### src/design/itoa_pkg.sv
// shared types and constants of the integer to ascii formatter
// no dependencies
`timescale 1ns / 1ps

package itoa_pkg;

  // opcode field
  localparam logic [1:0] OP_HEX_LOWER = 2'd0;
  localparam logic [1:0] OP_HEX_UPPER = 2'd1;
  localparam logic [1:0] OP_DEC       = 2'd2;

  // size_code field
  localparam logic [1:0] SZ_BYTE = 2'd0;
  localparam logic [1:0] SZ_HALF = 2'd1;
  localparam logic [1:0] SZ_WORD = 2'd2;

  // flag bits
  localparam int FLAG_PAD    = 0;
  localparam int FLAG_PREFIX = 1;

  // ascii codes
  localparam logic [6:0] CH_NUL   = 7'h00;
  localparam logic [6:0] CH_ZERO  = 7'h30;
  localparam logic [6:0] CH_X     = 7'h78;
  localparam logic [6:0] CH_MINUS = 7'h2d;
  localparam logic [6:0] CH_UPPER = 7'h41;
  localparam logic [6:0] CH_LOWER = 7'h61;

  // command queue between front and back, depth a power of two
  localparam int QUEUE_DEPTH = 2;
  localparam int QPTR_W      = $clog2(QUEUE_DEPTH);

  typedef enum logic [1:0] {
    K_HEX,
    K_DEC,
    K_ERR
  } kind_t;

  typedef struct packed {
    kind_t       kind;
    logic [31:0] value;    // masked for decimal, raw for hex
    logic        upper;
    logic        prefix;
    logic [2:0]  hex_top;  // first hex nibble to print
  } cmd_t;

endpackage

### src/design/itoa_front.sv
// front end: takes items, classifies them and builds queue commands
// depends on itoa_pkg
`timescale 1ns / 1ps

module itoa_front (
  input  logic              src_valid,
  output logic              src_stall,
  input  logic [31:0]       value,
  input  logic [1:0]        size_code,
  input  logic [1:0]        opcode,
  input  logic [1:0]        flags,
  input  logic              q_full,
  output logic              q_push,
  output itoa_pkg::cmd_t    q_cmd
);
  import itoa_pkg::*;

  logic [31:0] masked;
  logic [2:0]  nib_max;
  logic [2:0]  top_found;
  kind_t       kind;

  always_comb begin
    case (size_code)
      SZ_BYTE: begin
        masked  = {24'b0, value[7:0]};
        nib_max = 3'd1;
      end
      SZ_HALF: begin
        masked  = {16'b0, value[15:0]};
        nib_max = 3'd3;
      end
      default: begin
        masked  = value;
        nib_max = 3'd7;
      end
    endcase
  end

  always_comb begin
    if (opcode == OP_DEC) begin
      kind = K_DEC;
    end else if ((opcode == OP_HEX_LOWER || opcode == OP_HEX_UPPER) &&
                 size_code inside {SZ_BYTE, SZ_HALF, SZ_WORD}) begin
      kind = K_HEX;
    end else begin
      kind = K_ERR;
    end
  end

  // highest nonzero nibble within the chosen size, zero if none
  always_comb begin
    top_found = 3'd0;
    for (int i = 0; i < 8; i++) begin
      if (3'(i) <= nib_max && value[4*i +: 4] != 4'd0) begin
        top_found = 3'(i);
      end
    end
  end

  always_comb begin
    q_cmd.kind    = kind;
    q_cmd.value   = (kind == K_DEC) ? masked : value;
    q_cmd.upper   = (opcode == OP_HEX_UPPER);
    q_cmd.prefix  = flags[FLAG_PREFIX];
    q_cmd.hex_top = (flags[FLAG_PAD] && value != 32'd0) ? nib_max : top_found;
  end

  assign src_stall = q_full;
  assign q_push    = src_valid && !q_full;

endmodule

### src/design/itoa_queue.sv
// short command queue between front and back end
// depends on itoa_pkg
`timescale 1ns / 1ps

module itoa_queue (
  input  logic              clk,
  input  logic              rst,
  input  logic              push,
  input  itoa_pkg::cmd_t    push_cmd,
  output logic              full,
  input  logic              pop,
  output logic              head_valid,
  output itoa_pkg::cmd_t    head_cmd
);
  import itoa_pkg::*;

  cmd_t              entries [QUEUE_DEPTH];
  logic [QPTR_W-1:0] wr_ptr;
  logic [QPTR_W-1:0] rd_ptr;
  logic [QPTR_W:0]   count;

  assign full       = (count == (QPTR_W+1)'(QUEUE_DEPTH));
  assign head_valid = (count != '0);
  assign head_cmd   = entries[rd_ptr];

  always_ff @(posedge clk) begin
    if (push) begin
      entries[wr_ptr] <= push_cmd;
    end
  end

  always_ff @(posedge clk) begin
    if (rst) begin
      wr_ptr <= '0;
      rd_ptr <= '0;
      count  <= '0;
    end else begin
      if (push) begin
        wr_ptr <= wr_ptr + 1'b1;
      end
      if (pop) begin
        rd_ptr <= rd_ptr + 1'b1;
      end
      case ({push, pop})
        2'b10:   count <= count + 1'b1;
        2'b01:   count <= count - 1'b1;
        default: count <= count;
      endcase
    end
  end

endmodule

### src/design/itoa_back.sv
// back end: binary to bcd conversion and character output register
// depends on itoa_pkg
`timescale 1ns / 1ps

module itoa_back (
  input  logic              clk,
  input  logic              rst,
  input  logic              q_valid,
  input  itoa_pkg::cmd_t    q_cmd,
  output logic              q_pop,
  output logic              res_valid,
  input  logic              res_stall,
  output logic [6:0]        char_code,
  output logic              last,
  output logic              error
);
  import itoa_pkg::*;

  typedef enum logic [2:0] {
    S_IDLE,
    S_CONV,
    S_SCAN,
    S_PREFIX,
    S_DIGITS
  } state_t;

  state_t      state;
  logic        is_dec;
  logic        upper;
  logic        prefix;
  logic        pre_pos;
  logic [3:0]  idx;
  logic [4:0]  cnt;
  logic [31:0] bin;
  logic [39:0] bcd;
  logic        can_emit;
  logic        out_load;
  logic [39:0] bcd_adj;
  logic [3:0]  dec_top;
  logic [3:0]  hex_nib;
  logic [3:0]  dec_nib;
  logic [6:0]  hex_char;

  // add three to every digit of five or more before the shift
  always_comb begin
    for (int d = 0; d < 10; d++) begin
      bcd_adj[4*d +: 4] = (bcd[4*d +: 4] >= 4'd5) ? bcd[4*d +: 4] + 4'd3
                                                  : bcd[4*d +: 4];
    end
  end

  // most significant nonzero decimal digit
  always_comb begin
    dec_top = 4'd0;
    for (int d = 0; d < 10; d++) begin
      if (bcd[4*d +: 4] != 4'd0) begin
        dec_top = 4'(d);
      end
    end
  end

  assign hex_nib = bin[{idx[2:0], 2'b00} +: 4];
  assign dec_nib = bcd[{idx, 2'b00} +: 4];

  always_comb begin
    if (hex_nib < 4'd10) begin
      hex_char = CH_ZERO + {3'b0, hex_nib};
    end else begin
      hex_char = (upper ? CH_UPPER : CH_LOWER) + {3'b0, hex_nib} - 7'd10;
    end
  end

  assign can_emit = !res_valid || !res_stall;
  assign q_pop    = (state == S_IDLE) && q_valid && (q_cmd.kind != K_ERR || can_emit);

  // a character enters the output register this cycle
  assign out_load = can_emit && ((state == S_IDLE && q_pop && q_cmd.kind == K_ERR) ||
                                 state == S_PREFIX || state == S_DIGITS);

  always_ff @(posedge clk) begin
    if (rst) begin
      state     <= S_IDLE;
      res_valid <= 1'b0;
    end else begin
      res_valid <= out_load || (res_valid && res_stall);
      case (state)
        S_IDLE: begin
          if (q_pop) begin
            upper   <= q_cmd.upper;
            prefix  <= q_cmd.prefix;
            pre_pos <= 1'b0;
            bin     <= q_cmd.value;
            case (q_cmd.kind)
              K_HEX: begin
                is_dec <= 1'b0;
                idx    <= {1'b0, q_cmd.hex_top};
                state  <= q_cmd.prefix ? S_PREFIX : S_DIGITS;
              end
              K_DEC: begin
                is_dec <= 1'b1;
                bcd    <= '0;
                cnt    <= '0;
                state  <= S_CONV;
              end
              default: begin
                char_code <= CH_NUL;
                last      <= 1'b1;
                error     <= 1'b1;
              end
            endcase
          end
        end
        S_CONV: begin
          bcd <= {bcd_adj[38:0], bin[31]};
          bin <= {bin[30:0], 1'b0};
          cnt <= cnt + 1'b1;
          if (cnt == 5'd31) begin
            state <= S_SCAN;
          end
        end
        S_SCAN: begin
          idx   <= dec_top;
          state <= prefix ? S_PREFIX : S_DIGITS;
        end
        S_PREFIX: begin
          if (can_emit) begin
            last      <= 1'b0;
            error     <= 1'b0;
            if (is_dec) begin
              char_code <= CH_MINUS;
              state     <= S_DIGITS;
            end else if (!pre_pos) begin
              char_code <= CH_ZERO;
              pre_pos   <= 1'b1;
            end else begin
              char_code <= CH_X;
              state     <= S_DIGITS;
            end
          end
        end
        S_DIGITS: begin
          if (can_emit) begin
            char_code <= is_dec ? CH_ZERO + {3'b0, dec_nib} : hex_char;
            last      <= (idx == 4'd0);
            error     <= 1'b0;
            idx       <= idx - 1'b1;
            if (idx == 4'd0) begin
              state <= S_IDLE;
            end
          end
        end
        default: begin
          state <= S_IDLE;
        end
      endcase
    end
  end

endmodule

### src/design/integer_to_ascii_formatter_top.sv
// integer to ascii formatter, top level
// depends on itoa_pkg, itoa_front, itoa_queue, itoa_back
//
//   channel  | handshake            | payload
//   ---------+----------------------+------------------------------------
//   src      | src_valid/src_stall  | value, size_code, opcode, flags
//   res      | res_valid/res_stall  | char_code, last, error
//
// hex item: leaves the queue, then one character per cycle unless res is
//   stalled (prefix plus 1 to 8 nibbles); an error item is a single result
// decimal item: leaves the queue, 32 shift-and-add-3 steps, a digit scan,
//   then one character per cycle unless res is stalled (up to 11)
// reset: synchronous, clears queue pointers, back-end state and res_valid
// the two-entry queue lets src items in while the back end is busy or stalled
`timescale 1ns / 1ps

module integer_to_ascii_formatter_top (
  input  logic        clk,
  input  logic        rst,
  input  logic        src_valid,
  output logic        src_stall,
  input  logic [31:0] value,
  input  logic [1:0]  size_code,
  input  logic [1:0]  opcode,
  input  logic [1:0]  flags,
  output logic        res_valid,
  input  logic        res_stall,
  output logic [6:0]  char_code,
  output logic        last,
  output logic        error
);
  import itoa_pkg::*;

  // front to queue
  logic q_full;
  logic q_push;
  cmd_t push_cmd;

  // queue to back
  logic q_pop;
  logic head_valid;
  cmd_t head_cmd;

  // classify items and mask decimal values
  itoa_front u_front (
    .src_valid (src_valid),
    .src_stall (src_stall),
    .value     (value),
    .size_code (size_code),
    .opcode    (opcode),
    .flags     (flags),
    .q_full    (q_full),
    .q_push    (q_push),
    .q_cmd     (push_cmd)
  );

  // decouples item intake from character output
  itoa_queue u_queue (
    .clk        (clk),
    .rst        (rst),
    .push       (q_push),
    .push_cmd   (push_cmd),
    .full       (q_full),
    .pop        (q_pop),
    .head_valid (head_valid),
    .head_cmd   (head_cmd)
  );

  // conversion; one character per cycle into output register unless stalled
  itoa_back u_back (
    .clk       (clk),
    .rst       (rst),
    .q_valid   (head_valid),
    .q_cmd     (head_cmd),
    .q_pop     (q_pop),
    .res_valid (res_valid),
    .res_stall (res_stall),
    .char_code (char_code),
    .last      (last),
    .error     (error)
  );

endmodule

### config.mk
export PLATFORM = sky130hd
export DESIGN_NAME = integer_to_ascii_formatter_top
export DESIGN_NICKNAME = d
export VERILOG_FILES = /design/src/design/itoa_pkg.sv /design/src/design/itoa_front.sv /design/src/design/itoa_queue.sv /design/src/design/itoa_back.sv /design/src/design/integer_to_ascii_formatter_top.sv
export SDC_FILE = /design/constraint.sdc
export NUM_CORES = 1
export LEC_CHECK = 0
export CAP_MARGIN = 20
export CORE_MARGIN = 3
export CORE_UTILIZATION = 35
export DETAILED_ROUTE_END_ITERATION = 8
export DONT_BUFFER_PORTS = 1
export PLACE_DENSITY = 0.55
export SLEW_MARGIN = 20
export SYNTH_ARGS = -nofsm -noshare
export SYNTH_HDL_FRONTEND = slang
export SYNTH_HIERARCHICAL = 1
export SYNTH_SLANG_ARGS = --single-unit
### constraint.sdc
create_clock -name clk -period 6.9 [get_ports clk]
set_clock_uncertainty 0.05 [all_clocks]
set_input_delay 0.345 -clock clk [delete_from_list [all_inputs] [get_ports clk]]
set_output_delay 0.345 -clock clk [all_outputs]
set_load 0.05 [all_outputs]
# After elaboration in Yosys (flattened, before gate mapping)
# Memories as Yosys holds them, arrays and structs flattened. A register that Yosys moved wholly into a read port is not among the register bits.
# Index checks and enable logic that the tools add are counted.
# totals
reg_bits,102
in_bits,42
ram_bits,78
output_inout_bits,11
memories,1
# op_classes
bitwise_logic,1
n_eq_ne,28
n_mux,81
reduce_logical,67
shift,2
addsub,20
n_lt_le_gt_ge,18
# mem_list
name,depth,word_bits,read_ports,rd_clocked_by_memory_dff,write_ports,line_no,text
u_queue.entries,2,39,1,1,1,itoa_queue.sv:17,cmd_t entries [QUEUE_DEPTH];
# ops
op,count
$pmux 32 s2,2
$mux 40,2
$pmux 40 s2,1
$mux 32,2
$reduce_bool 4->1,16
$mux 3,19
$mux 4,14
$mux 7,8
$ge 4x3->1 const B,10
$shiftx 40x7->4,1
$add 4x2->4 const B,9
$reduce_bool 32->1,1
$shiftx 32x6->4,1
$pmux 7 s3,1
$logic_and 1x1->1,16
$pmux 3 s5,1
$reduce_and 5->1,3
$add 6x4->7 const A,2
$mux 1,13
$le 3x3->1 const A,4
$mux 2,6
$ne 2x2->1 const B,6
$pmux 3 s2,2
$pmux 4 s3,1
other kinds (39),76

# Logic depth before layout (Yosys ltp)
# depth
word_depth,12
depth_mapped,9

# By module
# Netlist, hierarchy kept.
# modules_own_cells
mod,n_inst,cells_each,seq_area_each_um2,area_each_um2
itoa_back,1,514,2902.8,5830.6
itoa_queue,1,143,2442.3,3014.1
itoa_front,1,71,0.0,516.7

# Worst setup path before layout
# OpenSTA, ideal clock, no wires.
# synth_timing
path_kind,register to register
start,register (tool-made name)
end,register u_back.bcd[0] (enable)
path_stages_with_launch,8
required_time_ns,6.445
arrival_ns,4.922
slack_ns,1.523
n_path_buf,1
path_cell_list,dfxtp_1 > buf_4 > mux2_2 > nand4b_1 > a21boi_0 > or2_2 > nor3_1 > o21a_1
# synth_lines
item,line_no,text
end signal: assignment,itoa_back.sv:114,"bcd <= {bcd_adj[38:0], bin[31]};"
end: declaration,itoa_back.sv:35,logic [39:0] bcd;

==> reports/qor.json <==
{
  "cts_resized": {"value": 0},
  "final.min_clock_period": {"value": 3.47, "unit": "ns"},
  "start_util": {"value": 35.7, "unit": "%"},
  "first_pass_grt_wire_length": {"value": 32.4, "unit": "mm"},
  "synth_fp_nets": {"value": 799},
  "rsz0062_at_grt": {"value": "false"},
  "grt_pass1_vias": {"value": 5815},
  "syn_area_per_cell": {"value": 12.9, "unit": "µm²"},
  "die-height": {"value": 170, "unit": "µm"},
  "timing.max_slew.rel_slack": {"value": 32.7, "unit": "%"},
  "r2r_cells": {"value": 8},
  "grt_overflow": {"value": 0},
  "finalHoldViolations": {"value": 0},
  "cts_htree_levels": {"value": 4},
  "clock_tree.buffer_depth": {"value": 2},
  "crit_path_max_fanout": {"value": 45},
  "timing_worst_slew_pin_value": {"value": 1.01, "unit": "ns"},
  "layout_worst_path_cycle_share": {"value": 50.3, "unit": "%"},
  "tritoncts.num_buffers": {"value": 17},
  "avgViaCountPerCell": {"value": 5.32},
  "final-setup-viol-count": {"value": 0},
  "grtUsageTotal": {"value": 14.5, "unit": "%"},
  "drt-pass1-iter-count": {"value": 5},
  "post_synth_num_cell_types": {"value": 65},
  "cts_tree": {"value": "done"},
  "final_nets": {"value": 796},
  "diodes": {"value": 0},
  "ant_nets": {"value": 0},
  "die_x": {"value": 170, "unit": "µm"},
  "ctsRootBufferMaster": {"value": "sky130_fd_sc_hd__clkbuf_16"},
  "p_total": {"value": 0.00406, "unit": "W"},
  "placement.io_buffers": {"value": 0},
  "area.growth.synth_to_final": {"value": 10.9, "unit": "%"},
  "gr-usage-met3": {"value": 3.33, "unit": "%"},
  "cts.reportedPaths.clkPinSlew": {"value": 0.07, "unit": "ns"},
  "timing.critical_path.from_type": {"value": "flip-flop"},
  "hp-class": {"value": "in2reg"},
  "synth_enable_flop_cells": {"value": 172},
  "multi_input_area": {"value": 0.00372, "unit": "mm²"},
  "post-cts-setup-buffers": {"value": 0},
  "route.final.wire_length": {"value": 20.5, "unit": "mm"},
  "critical_path.endpoint_type": {"value": "flip-flop"},
  "global_route.usage.met1": {"value": 19.3, "unit": "%"},
  "final.setup.tns": {"value": 0, "unit": "ns"},
  "standard_cell_row_count": {"value": 59},
  "num_vias": {"value": 5704},
  "clock_insertion_delay_worst_skew": {"value": 0.43, "unit": "ns"},
  "netlist_instances": {"value": 728},
  "setup.worst_path.class": {"value": "reg2reg"},
  "max_cap_violations": {"value": 0},
  "yosys_warnings": {"value": 6},
  "worstSetupEndpoint": {"value": "u_back/bcd[18]$_SDFFCE_PN0P_"},
  "power_leakage": {"value": 3.58, "unit": "nW"},
  "synth-main-ff-cell": {"value": "sky130_fd_sc_hd__edfxtp_1"},
  "slew_violations": {"value": 0},
  "gpl.final_weighted_congestion": {"value": 0.840},
  "pin_count_of_the_biggest_net_entering_global_routing": {"value": 75},
  "fp.coreArea": {"value": 0.0262, "unit": "mm²"},
  "detailed_placement_wirelength_estimate": {"value": 14.3, "unit": "mm"},
  "async_flop_share": {"value": 0, "unit": "%"},
  "run_status": {"value": "finished clean"},
  "hold-path-cell-count": {"value": 1},
  "crit-reg2reg-capture": {"value": "u_back/bcd[18]$_SDFFCE_PN0P_"},
  "layout.area.seq": {"value": 0.00535, "unit": "mm²"},
  "layout.cells.most_common_list": {"value": "172 x sky130_fd_sc_hd__edfxtp_1, 72 x sky130_fd_sc_hd__nor2_1, 72 x sky130_fd_sc_hd__mux2_2, 49 x sky130_fd_sc_hd__a21oi_1, 35 x sky130_fd_sc_hd__nand2_1"},
  "mappedNetlistArea": {"value": 0.00936, "unit": "mm²"},
  "vdd.ir_drop.worst": {"value": 0.176, "unit": "mV"},
  "ys_seq_elements": {"value": 181},
  "grt_antenna_before_repair": {"value": 0},
  "worst-endpoint-arrival": {"value": 3.48, "unit": "ns"},
  "total_power_divided_by_cell_area": {"value": 391, "unit": "mW/mm²"},
  "drcViolationCount": {"value": 0},
  "layout-drive-gt1-share": {"value": 19.8, "unit": "%"},
  "drtIter0Drc": {"value": 419},
  "fill_cells": {"value": 2462},
  "grt.met2_usage": {"value": 24.0, "unit": "%"},
  "max_clock_freq": {"value": 288, "unit": "MHz"},
  "r2r_slack": {"value": 3.43, "unit": "ns"},
  "routedWlPerCell": {"value": 19.1, "unit": "µm"},
  "synth-seq-area-share": {"value": 57.1, "unit": "%"},
  "total_die_area": {"value": 0.0287, "unit": "mm²"},
  "crit_required": {"value": 6.91, "unit": "ns"},
  "ioPinCount": {"value": 53},
  "final_common_cell": {"value": "sky130_fd_sc_hd__edfxtp_1"},
  "cts_num_sinks": {"value": 181},
  "grt-busiest-layer": {"value": "met2"}
}
-- per-stage QoR --
step | setup slack (ns) | std cells | util, % | hold slack, ns | instance area [µm²]
floorplan | 1.52 | 728 | - | 0.364 | 9360
global placement | 3.17 | 1030 | 36.7 | 0.367 | 9620
detailed placement | 3.02 | 1030 | 36.7 | 0.371 | 9620
CTS | 3.03 | 1072 | 39.5 | 0.0487 | 10400
global route | 3.21 | 1073 | 39.6 | 0.0526 | 10400
finish | 3.43 | 1073 | 39.6 | 0.0654 | 10400
-- flip-flops by register name, indices dropped and copies added, names as in the netlist, named ones only --
name / cells
u_back/error: 1
u_back/prefix: 1
u_back/char_code: 7
u_back/cnt: 5
u_back/idx: 4
u_back/state: 3
u_back/is_dec: 1
u_back/bcd: 40
u_back/pre_pos: 1
u_queue/count: 2
u_back/bin: 32
u_back/upper: 1
u_back/last: 1
u_queue/rd_ptr: 1
u_queue/entries: 78
u_back/res_valid: 1
u_queue/wr_ptr: 1
-- power by group --
group / switching, W / total (W) / leakage [nW] / internal [W]
sequential: 0.000219 / 0.00179 / 1.68 / 0.00157
clock: 0.000464 / 0.00106 / 0.311 / 0.000593
combinational: 0.000675 / 0.00122 / 1.58 / 0.000545
total: 0.00136 / 0.00406 / 3.58 / 0.00271
-- layer usage --
metal | vias to the layer above | wire (µm)
met5 | - | 0
met4 | 0 | 211
met3 | 15 | 833
met2 | 134 | 10100
met1 | 2866 | 9340
li1 | 2689 | -
-- synth_stat cells (4+ instances only) --
cell type                  instances  area share [%]
sky130_fd_sc_hd__nor3_1           15            0.80
sky130_fd_sc_hd__mux4_2           12             2.9
sky130_fd_sc_hd__mux2_2           72             8.7
sky130_fd_sc_hd__nand2b_1         11            0.74
sky130_fd_sc_hd__o21ai_0          23             1.2
sky130_fd_sc_hd__nor2b_1          25             1.7
sky130_fd_sc_hd__and3_1            8            0.53
sky130_fd_sc_hd__inv_1            30             1.2
sky130_fd_sc_hd__xor2_1           12             1.1
sky130_fd_sc_hd__ha_1             29             3.9
sky130_fd_sc_hd__dfxtp_1           9             1.9
sky130_fd_sc_hd__buf_2            10            0.53
sky130_fd_sc_hd__nand2_1          36             1.4
sky130_fd_sc_hd__a21oi_1          49             2.6
sky130_fd_sc_hd__edfxtp_1        172              55
sky130_fd_sc_hd__and2_1            5            0.33
sky130_fd_sc_hd__o31ai_1           6            0.48
sky130_fd_sc_hd__buf_4            12            0.96
sky130_fd_sc_hd__xnor2_1          16             1.5
sky130_fd_sc_hd__nand3b_1          4            0.32
sky130_fd_sc_hd__nor2_1           73             2.9
sky130_fd_sc_hd__nor3b_1           4            0.32
sky130_fd_sc_hd__clkbuf_1         14            0.56
sky130_fd_sc_hd__nand3_1           5            0.27
sky130_fd_sc_hd__mux2i_1           6            0.64
sky130_fd_sc_hd__mux4_1            4             1.1
-- critical path: stages, from the launching register on --
cell	delay [ns]
sky130_fd_sc_hd__dfxtp_1	0.31
sky130_fd_sc_hd__buf_4	0.44
sky130_fd_sc_hd__mux2_2	0.47
sky130_fd_sc_hd__nand4b_1	0.13
sky130_fd_sc_hd__a21boi_0	0.13
sky130_fd_sc_hd__or2_2	0.34
sky130_fd_sc_hd__nor3_2	0.13
sky130_fd_sc_hd__buf_4	0.41
sky130_fd_sc_hd__o21a_4	0.64
-- worst min-delay path by stage --
| stage | start | to |
|---|---|---|
| final | rst | u_back/is_dec$_DFFE_PP_ |
| after global routing | rst | u_back/is_dec$_DFFE_PP_ |
| after CTS | opcode[1] | u_queue/entries[1][4]$_DFFE_PP_ |
| after detailed placement | rst | u_queue/wr_ptr$_SDFFE_PP0P_ |
| after global placement | rst | u_queue/count[1]$_SDFFE_PP0P_ |
| after floorplan | rst | u_queue/count[1]$_SDFFE_PP0P_ |
-- repair_timing --
action	in CTS	in global routing
hold endpoints to repair	27	0
hold buffers	10	0
setup endpoints to repair	0	0
-- cell type report --
class / count / share of cell area (%)
tap: 335 / 4.04
clock inverter: 14 / 1.98
multi-input combinational: 478 / 35.8
sequential: 181 / 51.5
timing repair buffer: 15 / 1.45
inverter: 32 / 1.16
clock buffer: 18 / 4.13
-- cells by family (layout without fill, tap and decap cells) --
logic type                 count (synthesis)  after routing  synth area share, %
AOI/OAI and AO/OA                        107            107                 6.75
DFF                                      181            181                 57.1
muxes                                     97             97                 13.9
xor gates and xnor gates                  28             28                 2.62
and+or+nand+nor                          217            217                 12.3
buffers and inverters                     69             79                 3.46
adders and majority gates                 29             29                 3.88
No activity file was read; power rests on OpenSTA's default activity.
